--- src/design/clat_pkg.sv ---
`timescale 1ns / 1ps
// ----------------------------------------------------------------------------
// clat_pkg
// Shared types and codes for the console link awake tracker and transmit gate.
// ----------------------------------------------------------------------------
package clat_pkg;

  typedef enum logic [1:0] {
    MODE_SAMPLE = 2'd0,
    MODE_WAKE   = 2'd1,
    MODE_WRITE  = 2'd2,
    MODE_BATCH  = 2'd3
  } clat_mode_t;

  localparam logic [1:0] EDGE_NONE  = 2'd0;
  localparam logic [1:0] EDGE_WAKE  = 2'd1;
  localparam logic [1:0] EDGE_SLEEP = 2'd2;

  localparam int CFG_IDX_W  = 2;
  localparam int CFG_DATA_W = 20;

  localparam logic [CFG_IDX_W-1:0] CFG_AWAKE_HIGH = 2'd0;
  localparam logic [CFG_IDX_W-1:0] CFG_SLEEP_AFTER = 2'd1;
  localparam logic [CFG_IDX_W-1:0] CFG_TX_HOLD = 2'd2;

  localparam logic [15:0] AWAKE_HIGH_RESET = 16'd5000;
  localparam logic [19:0] SLEEP_AFTER_RESET = 20'd5000;
  localparam logic [15:0] TX_HOLD_RESET = 16'd2000;

  localparam logic [1:0] LOW_COUNT_MAX = 2'd3;

  typedef struct packed {
    clat_mode_t  mode;
    logic [31:0] now_ms;
    logic        real_bytes;
    logic        rx_level;
    logic [31:0] hold_ms;
    logic [11:0] write_length;
    logic        batch_hold_on;
  } clat_item_t;

  typedef struct packed {
    logic       awake;
    logic       line_high;
    logic       tx_attached;
    logic [1:0] edge_res;
    logic       write_accepted;
  } clat_result_t;

endpackage

--- src/design/clat_core.sv ---
`timescale 1ns / 1ps
// ----------------------------------------------------------------------------
// clat_core
// Link state registers, configuration registers and the single-pass update
// that turns one request into the next state and its result.
// ----------------------------------------------------------------------------
module clat_core (
  input  logic                               clk,
  input  logic                               rst,
  input  logic                               cfg_we,
  input  logic [clat_pkg::CFG_IDX_W-1:0]     cfg_index,
  input  logic [clat_pkg::CFG_DATA_W-1:0]    cfg_data,
  input  logic                               item_fire,
  input  clat_pkg::clat_item_t               item,
  output clat_pkg::clat_result_t             result
);
  import clat_pkg::*;

  logic [15:0] high_idle_ms;
  logic [19:0] sleep_limit_ms;
  logic [15:0] tx_linger_ms;

  logic [31:0] last_activity_time, last_activity_time_next;
  logic        activity_valid, activity_valid_next;
  logic [31:0] high_since_time, high_since_time_next;
  logic [1:0]  low_sample_count, low_sample_count_next;
  logic        line_powered, line_powered_next;
  logic        awake_flag, awake_flag_next;
  logic        attached_flag, attached_flag_next;
  logic        batch_held, batch_held_next;
  logic [31:0] hold_deadline, hold_deadline_next;
  logic [31:0] wake_deadline, wake_deadline_next;

  logic [31:0] now;
  logic [31:0] high_age;
  logic [31:0] act_age;
  logic [31:0] wake_diff;
  logic [31:0] hold_diff;
  logic [31:0] wake_until;
  logic [31:0] write_deadline;
  logic        activity_now;
  logic        now_awake;
  logic        wake_running;
  logic        wake_done;
  logic        hold_ended;
  logic [1:0]  edge_code;
  logic        accepted;

  assign now            = item.now_ms;
  assign high_age       = now - high_since_time;
  assign wake_diff      = now - wake_deadline;
  assign hold_diff      = now - hold_deadline;
  assign wake_until     = now + item.hold_ms;
  assign write_deadline = now + {16'd0, tx_linger_ms};

  // Signed wrap-safe compares reduce to the sign bit of the difference.
  assign wake_running = (wake_deadline != 32'd0) && wake_diff[31];
  assign wake_done    = (wake_deadline != 32'd0) && !wake_diff[31];

  assign activity_now = item.rx_level && (item.real_bytes ||
                        (high_since_time != 32'd0 && high_age >= {16'd0, high_idle_ms}));

  assign act_age = activity_now ? 32'd0 : (now - last_activity_time);
  assign now_awake = (activity_now || activity_valid) && (act_age < {12'd0, sleep_limit_ms});

  always_comb begin
    last_activity_time_next = last_activity_time;
    activity_valid_next     = activity_valid;
    high_since_time_next    = high_since_time;
    low_sample_count_next   = low_sample_count;
    line_powered_next       = line_powered;
    awake_flag_next         = awake_flag;
    attached_flag_next      = attached_flag;
    batch_held_next         = batch_held;
    hold_deadline_next      = hold_deadline;
    wake_deadline_next      = wake_deadline;
    edge_code               = EDGE_NONE;
    accepted                = 1'b0;
    hold_ended              = 1'b0;

    case (item.mode)
      MODE_SAMPLE: begin
        if (activity_now) begin
          last_activity_time_next = now;
          activity_valid_next     = 1'b1;
        end
        if (item.rx_level && item.real_bytes) begin
          high_since_time_next = 32'd0;
        end else if (item.rx_level) begin
          if (high_since_time == 32'd0) begin
            high_since_time_next = (now == 32'd0) ? 32'd1 : now;
          end
        end else begin
          high_since_time_next = 32'd0;
        end

        if (item.real_bytes || item.rx_level) begin
          low_sample_count_next = 2'd0;
          line_powered_next     = 1'b1;
        end else if (low_sample_count != LOW_COUNT_MAX) begin
          low_sample_count_next = low_sample_count + 2'd1;
          if (low_sample_count + 2'd1 == LOW_COUNT_MAX) begin
            line_powered_next = 1'b0;
          end
        end

        if (now_awake != awake_flag) begin
          awake_flag_next = now_awake;
          edge_code       = now_awake ? EDGE_WAKE : EDGE_SLEEP;
          if (!now_awake && !wake_running) begin
            attached_flag_next = 1'b0;
          end
        end

        if (wake_done) begin
          wake_deadline_next = 32'd0;
        end

        hold_ended = !wake_running &&
                     ((!batch_held && hold_diff != 32'd0 && !hold_diff[31]) ||
                      !line_powered_next);
        if (hold_ended) begin
          attached_flag_next = 1'b0;
        end
      end
      MODE_WAKE: begin
        wake_deadline_next = (wake_until == 32'd0) ? 32'd1 : wake_until;
        hold_deadline_next = (wake_until == 32'd0) ? 32'd1 : wake_until;
        attached_flag_next = 1'b1;
      end
      MODE_WRITE: begin
        if (awake_flag && line_powered && item.write_length != 12'd0) begin
          hold_deadline_next = write_deadline;
          attached_flag_next = 1'b1;
          accepted           = 1'b1;
        end
      end
      default: begin
        batch_held_next = item.batch_hold_on;
        if (!item.batch_hold_on) begin
          hold_deadline_next = write_deadline;
        end
      end
    endcase
  end

  always_comb begin
    result.awake          = awake_flag_next;
    result.line_high      = line_powered_next;
    result.tx_attached    = attached_flag_next;
    result.edge_res       = edge_code;
    result.write_accepted = accepted;
  end

  always_ff @(posedge clk) begin
    if (rst) begin
      high_idle_ms   <= AWAKE_HIGH_RESET;
      sleep_limit_ms <= SLEEP_AFTER_RESET;
      tx_linger_ms   <= TX_HOLD_RESET;
    end else if (cfg_we) begin
      case (cfg_index)
        CFG_AWAKE_HIGH:  high_idle_ms   <= cfg_data[15:0];
        CFG_SLEEP_AFTER: sleep_limit_ms <= cfg_data;
        CFG_TX_HOLD:     tx_linger_ms   <= cfg_data[15:0];
        default: ;
      endcase
    end
  end

  always_ff @(posedge clk) begin
    if (rst) begin
      last_activity_time <= 32'd0;
      activity_valid     <= 1'b0;
      high_since_time    <= 32'd0;
      low_sample_count   <= LOW_COUNT_MAX;
      line_powered       <= 1'b0;
      awake_flag         <= 1'b0;
      attached_flag      <= 1'b0;
      batch_held         <= 1'b0;
      hold_deadline      <= 32'd0;
      wake_deadline      <= 32'd0;
    end else if (item_fire) begin
      last_activity_time <= last_activity_time_next;
      activity_valid     <= activity_valid_next;
      high_since_time    <= high_since_time_next;
      low_sample_count   <= low_sample_count_next;
      line_powered       <= line_powered_next;
      awake_flag         <= awake_flag_next;
      attached_flag      <= attached_flag_next;
      batch_held         <= batch_held_next;
      hold_deadline      <= hold_deadline_next;
      wake_deadline      <= wake_deadline_next;
    end
  end

endmodule

--- src/design/console_link_awake_and_tx_gate.sv ---
`timescale 1ns / 1ps
// ----------------------------------------------------------------------------
// console_link_awake_and_tx_gate
// Tracks whether a serial console partner is powered and awake and gates the
// transmit pin from wake, write, batch-hold and sample requests.
// ----------------------------------------------------------------------------
// Every input request gives exactly one result. The block takes one request
// per clock unless in_stall is high: an accepted request is captured in an
// input register, the link state update and the result are computed in one
// pass of compare and subtract logic, and the result is then loaded into an
// output register when that register is free or being taken, where it is
// offered. The result sits in the output register until taken. The
// input side keeps accepting while a result waits, as long as the input
// register is empty or moves on into the output register this cycle, so two
// requests can be held against a stalled receiver before the input stalls.
// Configuration writes are taken at any edge with cfg_we high and rst low.
module console_link_awake_and_tx_gate (
  input  logic                            clk,
  input  logic                            rst,
  input  logic                            cfg_we,
  input  logic [clat_pkg::CFG_IDX_W-1:0]  cfg_index,
  input  logic [clat_pkg::CFG_DATA_W-1:0] cfg_data,
  input  logic                            in_valid,
  output logic                            in_stall,
  input  logic [1:0]                      mode,
  input  logic [31:0]                     now_ms,
  input  logic                            real_bytes,
  input  logic                            rx_level,
  input  logic [31:0]                     hold_ms,
  input  logic [11:0]                     write_length,
  input  logic                            batch_hold_on,
  output logic                            out_valid,
  input  logic                            out_stall,
  output logic                            awake,
  output logic                            line_high,
  output logic                            tx_attached,
  output logic [1:0]                      edge_res,
  output logic                            write_accepted
);
  import clat_pkg::*;

  logic         s1_valid;
  clat_item_t   s1_item;
  logic         s1_advance;
  logic         in_fire;
  clat_result_t core_result;
  clat_result_t out_result;

  assign s1_advance = !out_valid || !out_stall;
  assign in_stall   = s1_valid && !s1_advance;
  assign in_fire    = in_valid && !in_stall;

  always_ff @(posedge clk) begin
    if (rst) begin
      s1_valid <= 1'b0;
    end else begin
      s1_valid <= in_fire || (s1_valid && !s1_advance);
    end
  end

  always_ff @(posedge clk) begin
    if (in_fire) begin
      s1_item.mode          <= clat_mode_t'(mode);
      s1_item.now_ms        <= now_ms;
      s1_item.real_bytes    <= real_bytes;
      s1_item.rx_level      <= rx_level;
      s1_item.hold_ms       <= hold_ms;
      s1_item.write_length  <= write_length;
      s1_item.batch_hold_on <= batch_hold_on;
    end
  end

  clat_core u_core (
    .clk       (clk),
    .rst       (rst),
    .cfg_we    (cfg_we),
    .cfg_index (cfg_index),
    .cfg_data  (cfg_data),
    .item_fire (s1_valid && s1_advance),
    .item      (s1_item),
    .result    (core_result)
  );

  always_ff @(posedge clk) begin
    if (rst) begin
      out_valid <= 1'b0;
    end else begin
      out_valid <= (s1_valid && s1_advance) || (out_valid && out_stall);
    end
  end

  always_ff @(posedge clk) begin
    if (s1_valid && s1_advance) begin
      out_result <= core_result;
    end
  end

  assign awake          = out_result.awake;
  assign line_high      = out_result.line_high;
  assign tx_attached    = out_result.tx_attached;
  assign edge_res       = out_result.edge_res;
  assign write_accepted = out_result.write_accepted;

endmodule

--- config.mk ---
export PLATFORM = sky130hd
export DESIGN_NAME = console_link_awake_and_tx_gate
export DESIGN_NICKNAME = d
export VERILOG_FILES = /design/src/design/clat_pkg.sv /design/src/design/clat_core.sv /design/src/design/console_link_awake_and_tx_gate.sv
export SDC_FILE = /design/constraint.sdc
export NUM_CORES = 1
export LEC_CHECK = 0
export BUFFER_PORTS_ARGS = -buffer_cell sky130_fd_sc_hd__buf_2
export CORE_MARGIN = 4
export CORE_UTILIZATION = 55
export DETAILED_ROUTE_END_ITERATION = 8
export PLACE_DENSITY = 0.76
export REMOVE_ABC_BUFFERS = 1
export SYNTH_ARGS = -nofsm -noshare
export SYNTH_HDL_FRONTEND = slang
export SYNTH_SLANG_ARGS = --single-unit
export TNS_END_PERCENT = 10
--- constraint.sdc ---
create_clock -name clk -period 8.05 [get_ports clk]
set_input_delay 0.805 -clock clk [delete_from_list [all_inputs] [get_ports clk]]
set_output_delay 0.805 -clock clk [all_outputs]
set_load 0.01 [all_outputs]
# ---- Yosys cells after proc, flatten, opt, wreduce, memory -nomap -nowiden
# Index checks and enable logic that the tools add are counted.
dict set report totals {
  memories 0
  latch_bits 0
  mem_bits_rw 0
  rom_bits 0
  inputBits 108
  regBits 276
  out_inout_bits 8
}
dict set report op_classes {
  eq_ne 11
  n_reduce_logical 55
  bitwise 2
  shift 0
  magnitude_cmp 2
  add_sub_neg 7
  mux 27
  n_div 0
  multipliers 0
}
# cell n
set op_table {}
lappend op_table {{32-bit 2-to-1 mux} 9}
lappend op_table {{32-bit subtractor} 4}
lappend op_table {{32-bit zero test} 3}
lappend op_table {{32-bit case mux with 3 select lines} 1}
lappend op_table {{32-bit nonzero test} 3}
lappend op_table {{32-bit case mux with 2 select lines} 1}
lappend op_table {{32-bit by 16-bit adder with 32-bit output} 1}
lappend op_table {{32-bit adder} 1}
lappend op_table {{32-bit by 16-bit >= comparator with 1-bit output} 1}
lappend op_table {{32-bit by 20-bit less-than comparator with 1-bit output} 1}
lappend op_table {{1-bit logical AND} 16}
lappend op_table {{1-bit 2-to-1 mux} 12}
lappend op_table {{3-bit AND reduction} 4}
lappend op_table {{12-bit nonzero test} 1}
lappend op_table {{1-bit zero test} 10}
lappend op_table {{2-bit AND reduction} 5}
lappend op_table {{1-bit logical OR} 7}
lappend op_table {{2-bit equality test, second input constant} 3}
lappend op_table {{2-bit 2-to-1 mux} 3}
lappend op_table {{3-bit by 1-bit != test with 1-bit output, second input constant} 2}
lappend op_table {{2-bit by 1-bit equality test with 1-bit output, second input constant} 2}
lappend op_table {{2-bit zero test} 2}
lappend op_table {{2-bit by 1-bit != test with 1-bit output, second input constant} 2}
lappend op_table {{4-bit AND reduction} 1}
lappend op_table {{7 further kinds} 9}

# ---- Logic depth before layout (Yosys ltp)
dict set report depth {
  ltp_word 14
  mapped_depth 34
}

# ---- Cells and area by module
# From an unflattened synthesis, not the netlist that was laid out.
dict set report hier_totals {
  hier_cells 2494
  hier_area_um2 20393.3
}
# module instances area_each_um2 cells_per_inst seq_area_each_um2
set modules_own_cells {}
lappend modules_own_cells {clat_core 1 17694.5 2397 3743.6}
lappend modules_own_cells {console_link_awake_and_tx_gate 1 2698.8 97 2652.5}

# ---- Worst setup path before layout
# OpenSTA, ideal clock, no wires.
dict set report synth_path {
  kind {reg-to-reg}
  from {reg s1_item[48] (netlist bit)}
  to {reg out_result (netlist bit tx_attached) (data pin)}
  setup_slack_ns 1.774
  n_path_buf 2
  arrival_ns 6.124
  stages_incl_launch_ff 31
  setup_ns 0.152
  required_time_ns 7.898
  cell_sequence {edfxtp_1 inv_1 fa_1 nand2b_1 a21oi_1 o21ai_0 o21ai_0 xor2_1 ha_1 nor2b_1 o21ai_0 o211ai_1 nor2_1 o21ai_0 nor4_1 nand3_1 o41a_1 clkbuf_1 clkbuf_1 nor2_1 ha_1 nor2b_1 a2111oi_0 nand3_1 a211o_1 a21oi_1 nor3_1 o31ai_1 a2bb2oi_1 nand3_1 a31oi_1}
}
dict set report synth_via {
  elab_chain_len 14
}
# element line_no
set synth_rtl {}
lappend synth_rtl {{start, declared} console_link_awake_and_tx_gate.sv:43} ;# clat_item_t s1_item;
lappend synth_rtl {{32-bit subtractor} clat_core.sv:50} ;# assign high_age = now - high_since_time;
lappend synth_rtl {{32-bit by 16-bit >= comparator with 1-bit output} clat_core.sv:61} ;# (high_since_time != 32'd0 && high_age >= {16'd0, high_idle_ms}));
lappend synth_rtl {{1-bit logical AND} clat_core.sv:61}
lappend synth_rtl {{1-bit logical OR} clat_core.sv:60} ;# assign activity_now = item.rx_level && (item.real_bytes ||
lappend synth_rtl {{1-bit logical AND} clat_core.sv:60}
lappend synth_rtl {{32-bit 2-to-1 mux} clat_core.sv:63} ;# assign act_age = activity_now ? 32'd0 : (now - last_activity_time);
lappend synth_rtl {{32-bit by 20-bit less-than comparator with 1-bit output} clat_core.sv:64} ;# assign now_awake = (activity_now || activity_valid) && (act_age < {12'd0, sleep_limit_ms});
lappend synth_rtl {{1-bit logical AND} clat_core.sv:64}
lappend synth_rtl {{1-bit zero test} clat_core.sv:110} ;# if (!now_awake && !wake_running) begin
lappend synth_rtl {{1-bit logical AND} clat_core.sv:110}
lappend synth_rtl {{1-bit 2-to-1 mux} clat_core.sv:110}
lappend synth_rtl {{1-bit 2-to-1 mux} clat_core.sv:107} ;# if (now_awake != awake_flag) begin
lappend synth_rtl {{1-bit 2-to-1 mux (*)} clat_core.sv:122} ;# if (hold_ended) begin
lappend synth_rtl {{1-bit case mux with 3 select lines (*)} clat_core.sv:81} ;# case (item.mode)
lappend synth_rtl {{via u_core.attached_flag_next} clat_core.sv:29} ;# logic attached_flag, attached_flag_next;
lappend synth_rtl {{end signal, assigned} console_link_awake_and_tx_gate.sv:94} ;# out_result <= core_result;
lappend synth_rtl {{end, declared} console_link_awake_and_tx_gate.sv:47} ;# clat_result_t out_result;
# The timed path passes the listed nets; every way through them passes the cells marked *.
# A chain may end at the register's enable or synchronous reset.

# ---- Final worst setup path
dict set report layout_path {
  from {reg s1_item[57] (netlist bit)}
  to {reg out_result (netlist bit tx_attached) (data pin)}
}
# Same word-level chain as after synthesis.

==> flow_summary.json <==
{
  "status": "finished, final reports clean",
  "port_buffers": 115,
  "fin_tns_setup_ns": 0,
  "clockPowerShare_pct": 39.4,
  "synth_edf_count": 87,
  "cts_buffers": 31,
  "grt_overflow": 0,
  "num_rows": 69,
  "ys_types": 82,
  "wl_per_cell_um": 20.4,
  "slew_violations": 0,
  "crit_slowest_cell": "o41a_1",
  "p_comb_share_pct": 23.2,
  "hp-class": "input port to flop",
  "mostFrequentLayoutCells": "nand2_1 (312), a21oi_1 (257), inv_1 (211)",
  "die_height_um": 199,
  "coreArea_um2": 35700,
  "initial_core_util_pct": 56.0,
  "synth_compound_area_share_pct": 22.9,
  "dp_slack_ns": 0.775,
  "drt_iter0_drc": 1482,
  "path_common_cell": "a21o_1",
  "design_area_um2": 22200,
  "antenna_left": 0,
  "synthMuxAreaShare_pct": 0.727,
  "postCtsSetupBuffers": 0,
  "worstSetupPathType": "flop to flop",
  "viasPerCell": 6.21,
  "clock_latency_ns": 0.59,
  "critPathCaptureType": "flop",
  "cts_buffer_depth": 3,
  "postSynth.asyncResetShare_pct": 0,
  "cts_tree": "yes",
  "vias": 18896,
  "grt_pass1_wl_um": 96200,
  "synth_top_family_by_area": "compound AO/OA/AOI/OAI gates",
  "die-area_um2": 39400,
  "path_buf_inv": 0,
  "cts_resized": 0,
  "critical-path-top-delay-family": "compound AO/OA/AOI/OAI gates",
  "syn-cell-area_um2": 20000,
  "fin_worst_skew_ns": 0.0263,
  "area_growth_pct": 11.4,
  "hpwl_um": 47600,
  "layout_setup_ws_ns": 0.553,
  "synthTopCellsByArea": "dfxtp_1 (19%), edfxtp_1 (13%), ha_1 (13%)",
  "gp_congestion": 0.977,
  "track_usage_pct": 30.4,
  "critical_path.max_stage_delay_ns": 0.78,
  "netlist.top_cell.by_area": "dfxtp_1",
  "clkTransAtPathRegs_ns": 0.07,
  "route.detailed.drc": 0,
  "hold-worst-slack_ns": 0.397,
  "wirelength_um": 62000,
  "synthFlopType": "dfxtp_1",
  "synth_xor_area_share_pct": 4.82,
  "power.internal_mw": 2.84,
  "first_pass_iters": 6,
  "rsz0062_at_grt": "false",
  "final_hold_viol_count": 0,
  "cts_root_buf": "clkbuf_16",
  "syn_avg_cell_area_um2": 8.10,
  "fin_crit_sh_pct": 93.1,
  "required_ns": 8.47,
  "clock.fmax_mhz": 133,
  "synth_fa_ha_area_share_pct": 13.5,
  "yosys_warnings": 0,
  "die_w_um": 199,
  "clock_sinks": 276,
  "fillers": 3109,
  "ys_ff_latch": 276,
  "vdd_drop_max_mv": 0.186,
  "worst_slew_pin_slew_ns": 1.33,
  "final_common_cell": "nand2_1",
  "worstPathArrival_ns": 7.92,
  "finalSetupViolCount": 0,
  "seqPwrFrac_pct": 37.4,
  "grt_max_degree": 72,
  "antenna_found_initial": 2,
  "crit_fanout": 23,
  "hold_buffers": 0,
  "max_slew_margin_pct": 11.4,
  "power.leakage_nw": 8.70,
  "grt_pass1_vias": 18152,
  "crit_path_start_kind": "flop",
  "p_sw_mw": 1.24,
  "cap_violations": 0,
  "htree_levels": 1,
  "power_density_nw_per_um2": 183,
  "ios": 116,
  "nets": 2875,
  "ys_seq_area_share_pct": 32.0,
  "placed_area_um2": 21100,
  "drive_gt1_share_pct": 9.62,
  "netSwitchingFraction_pct": 30.3,
  "synthCells": 2464,
  "synth_simple_gate_area_share_pct": 20.3,
  "synth_top_area_share_pct": 18.9,
  "finalCriticalPeriod_ns": 7.50
}
## stage by stage
stage                     instances  utilization (%)  power (mW)
final                          3041             62.4        4.08
after global placement         2983             59.1        2.45
after floorplan                2366                -        2.18
after CTS                      3040             62.4        4.08
after global routing           3041             62.4        4.25
after detailed placement       2983             59.1        2.47
## kinds of logic after synthesis
group | Yosys count
flops | 276
simple gates | 849
xor+xnor | 110
compound gates | 694
buf+inv | 309
fa+ha+maj | 212
mux | 14
## power groups by stage
stage | Clock, mW | Combinational (mW) | Sequential [mW]
finish | 1.61 | 0.947 | 1.52
floorplan | 0 | 0.628 | 1.56
CTS | 1.63 | 0.930 | 1.52
global route | 1.68 | 1.04 | 1.53
global placement | 0 | 0.900 | 1.55
detailed placement | 0 | 0.922 | 1.55
## registers in the layout, summed over array words and instances (netlist names), 2 cells and up
| signal | flops |
|---|---|
| u_core.high_since_time | 32 |
| u_core.low_sample_count | 2 |
| s1_item | 81 |
| u_core.last_activity_time | 32 |
| u_core.high_idle_ms | 16 |
| edge_res | 2 |
| u_core.tx_linger_ms | 16 |
| u_core.sleep_limit_ms | 20 |
| u_core.wake_deadline | 32 |
| u_core.hold_deadline | 32 |
## worst reg2reg max path, delay by kind of cell, from the launching register on
| family | cells | cell delay (ns) |
|---|---|---|
| AOI/OAI and AO/OA | 17 | 4.11 |
| and+or+nand+nor | 9 | 1.39 |
| adders and majority gates | 3 | 1.05 |
| DFF | 1 | 0.59 |
| xor gates and xnor gates | 1 | 0.19 |
## Yosys cell counts, types with 11 or more instances
cell type / n
a211oi_1: 41
nor2b_1: 33
o21a_1: 21
nand4_1: 36
nor4_1: 34
nand3_1: 80
xnor2_1: 74
a32o_1: 24
nor2_1: 174
nand2b_1: 25
nand3b_1: 13
a21o_1: 71
a211o_1: 23
ha_1: 207
a21oi_1: 257
a221oi_1: 11
xor2_1: 36
clkbuf_1: 91
inv_1: 211
nor3_1: 46
nand2_1: 312
a31oi_1: 21
and3_1: 21
o21ai_0: 89
and2_1: 20
edfxtp_1: 87
dfxtp_1: 189
o211ai_1: 21
## path summary, 6_finish.rpt
path,slack (ns),endpoint,cells past startpoint,startpoint
min reg2reg,0.45,u_core.last_activity_time[25],2,u_core.last_activity_time[25]
max reg2reg,0.55,tx_attached,30,s1_item[57]
max,0.55,tx_attached,30,s1_item[57]
min,0.40,s1_item[13],1,hold_ms[0]
## area by class of cell
class                   instances  area [um2]  share of cell area (%)
clock buffers                  38         873                    3.93
repair buffers                156         886                    3.98
multi-input cells            1879       12400                    55.9
inverters                     211         792                    3.56
flip-flops and latches        276        6400                    28.8
well taps                     461         577                    2.59
diodes                          1        2.50                  0.0113
clock inverters                19         280                    1.26
## per-layer routing
metal  up-vias  global-route usage, %  wire length [um]
met5         -                      0                 0
met4         0                   10.8              2390
met3       140                   4.12              4510
met2       745                   52.2             29500
met1      8940                   39.3             25600
li1       9071                      -                 -
Power figures use the tool's default switching activity.
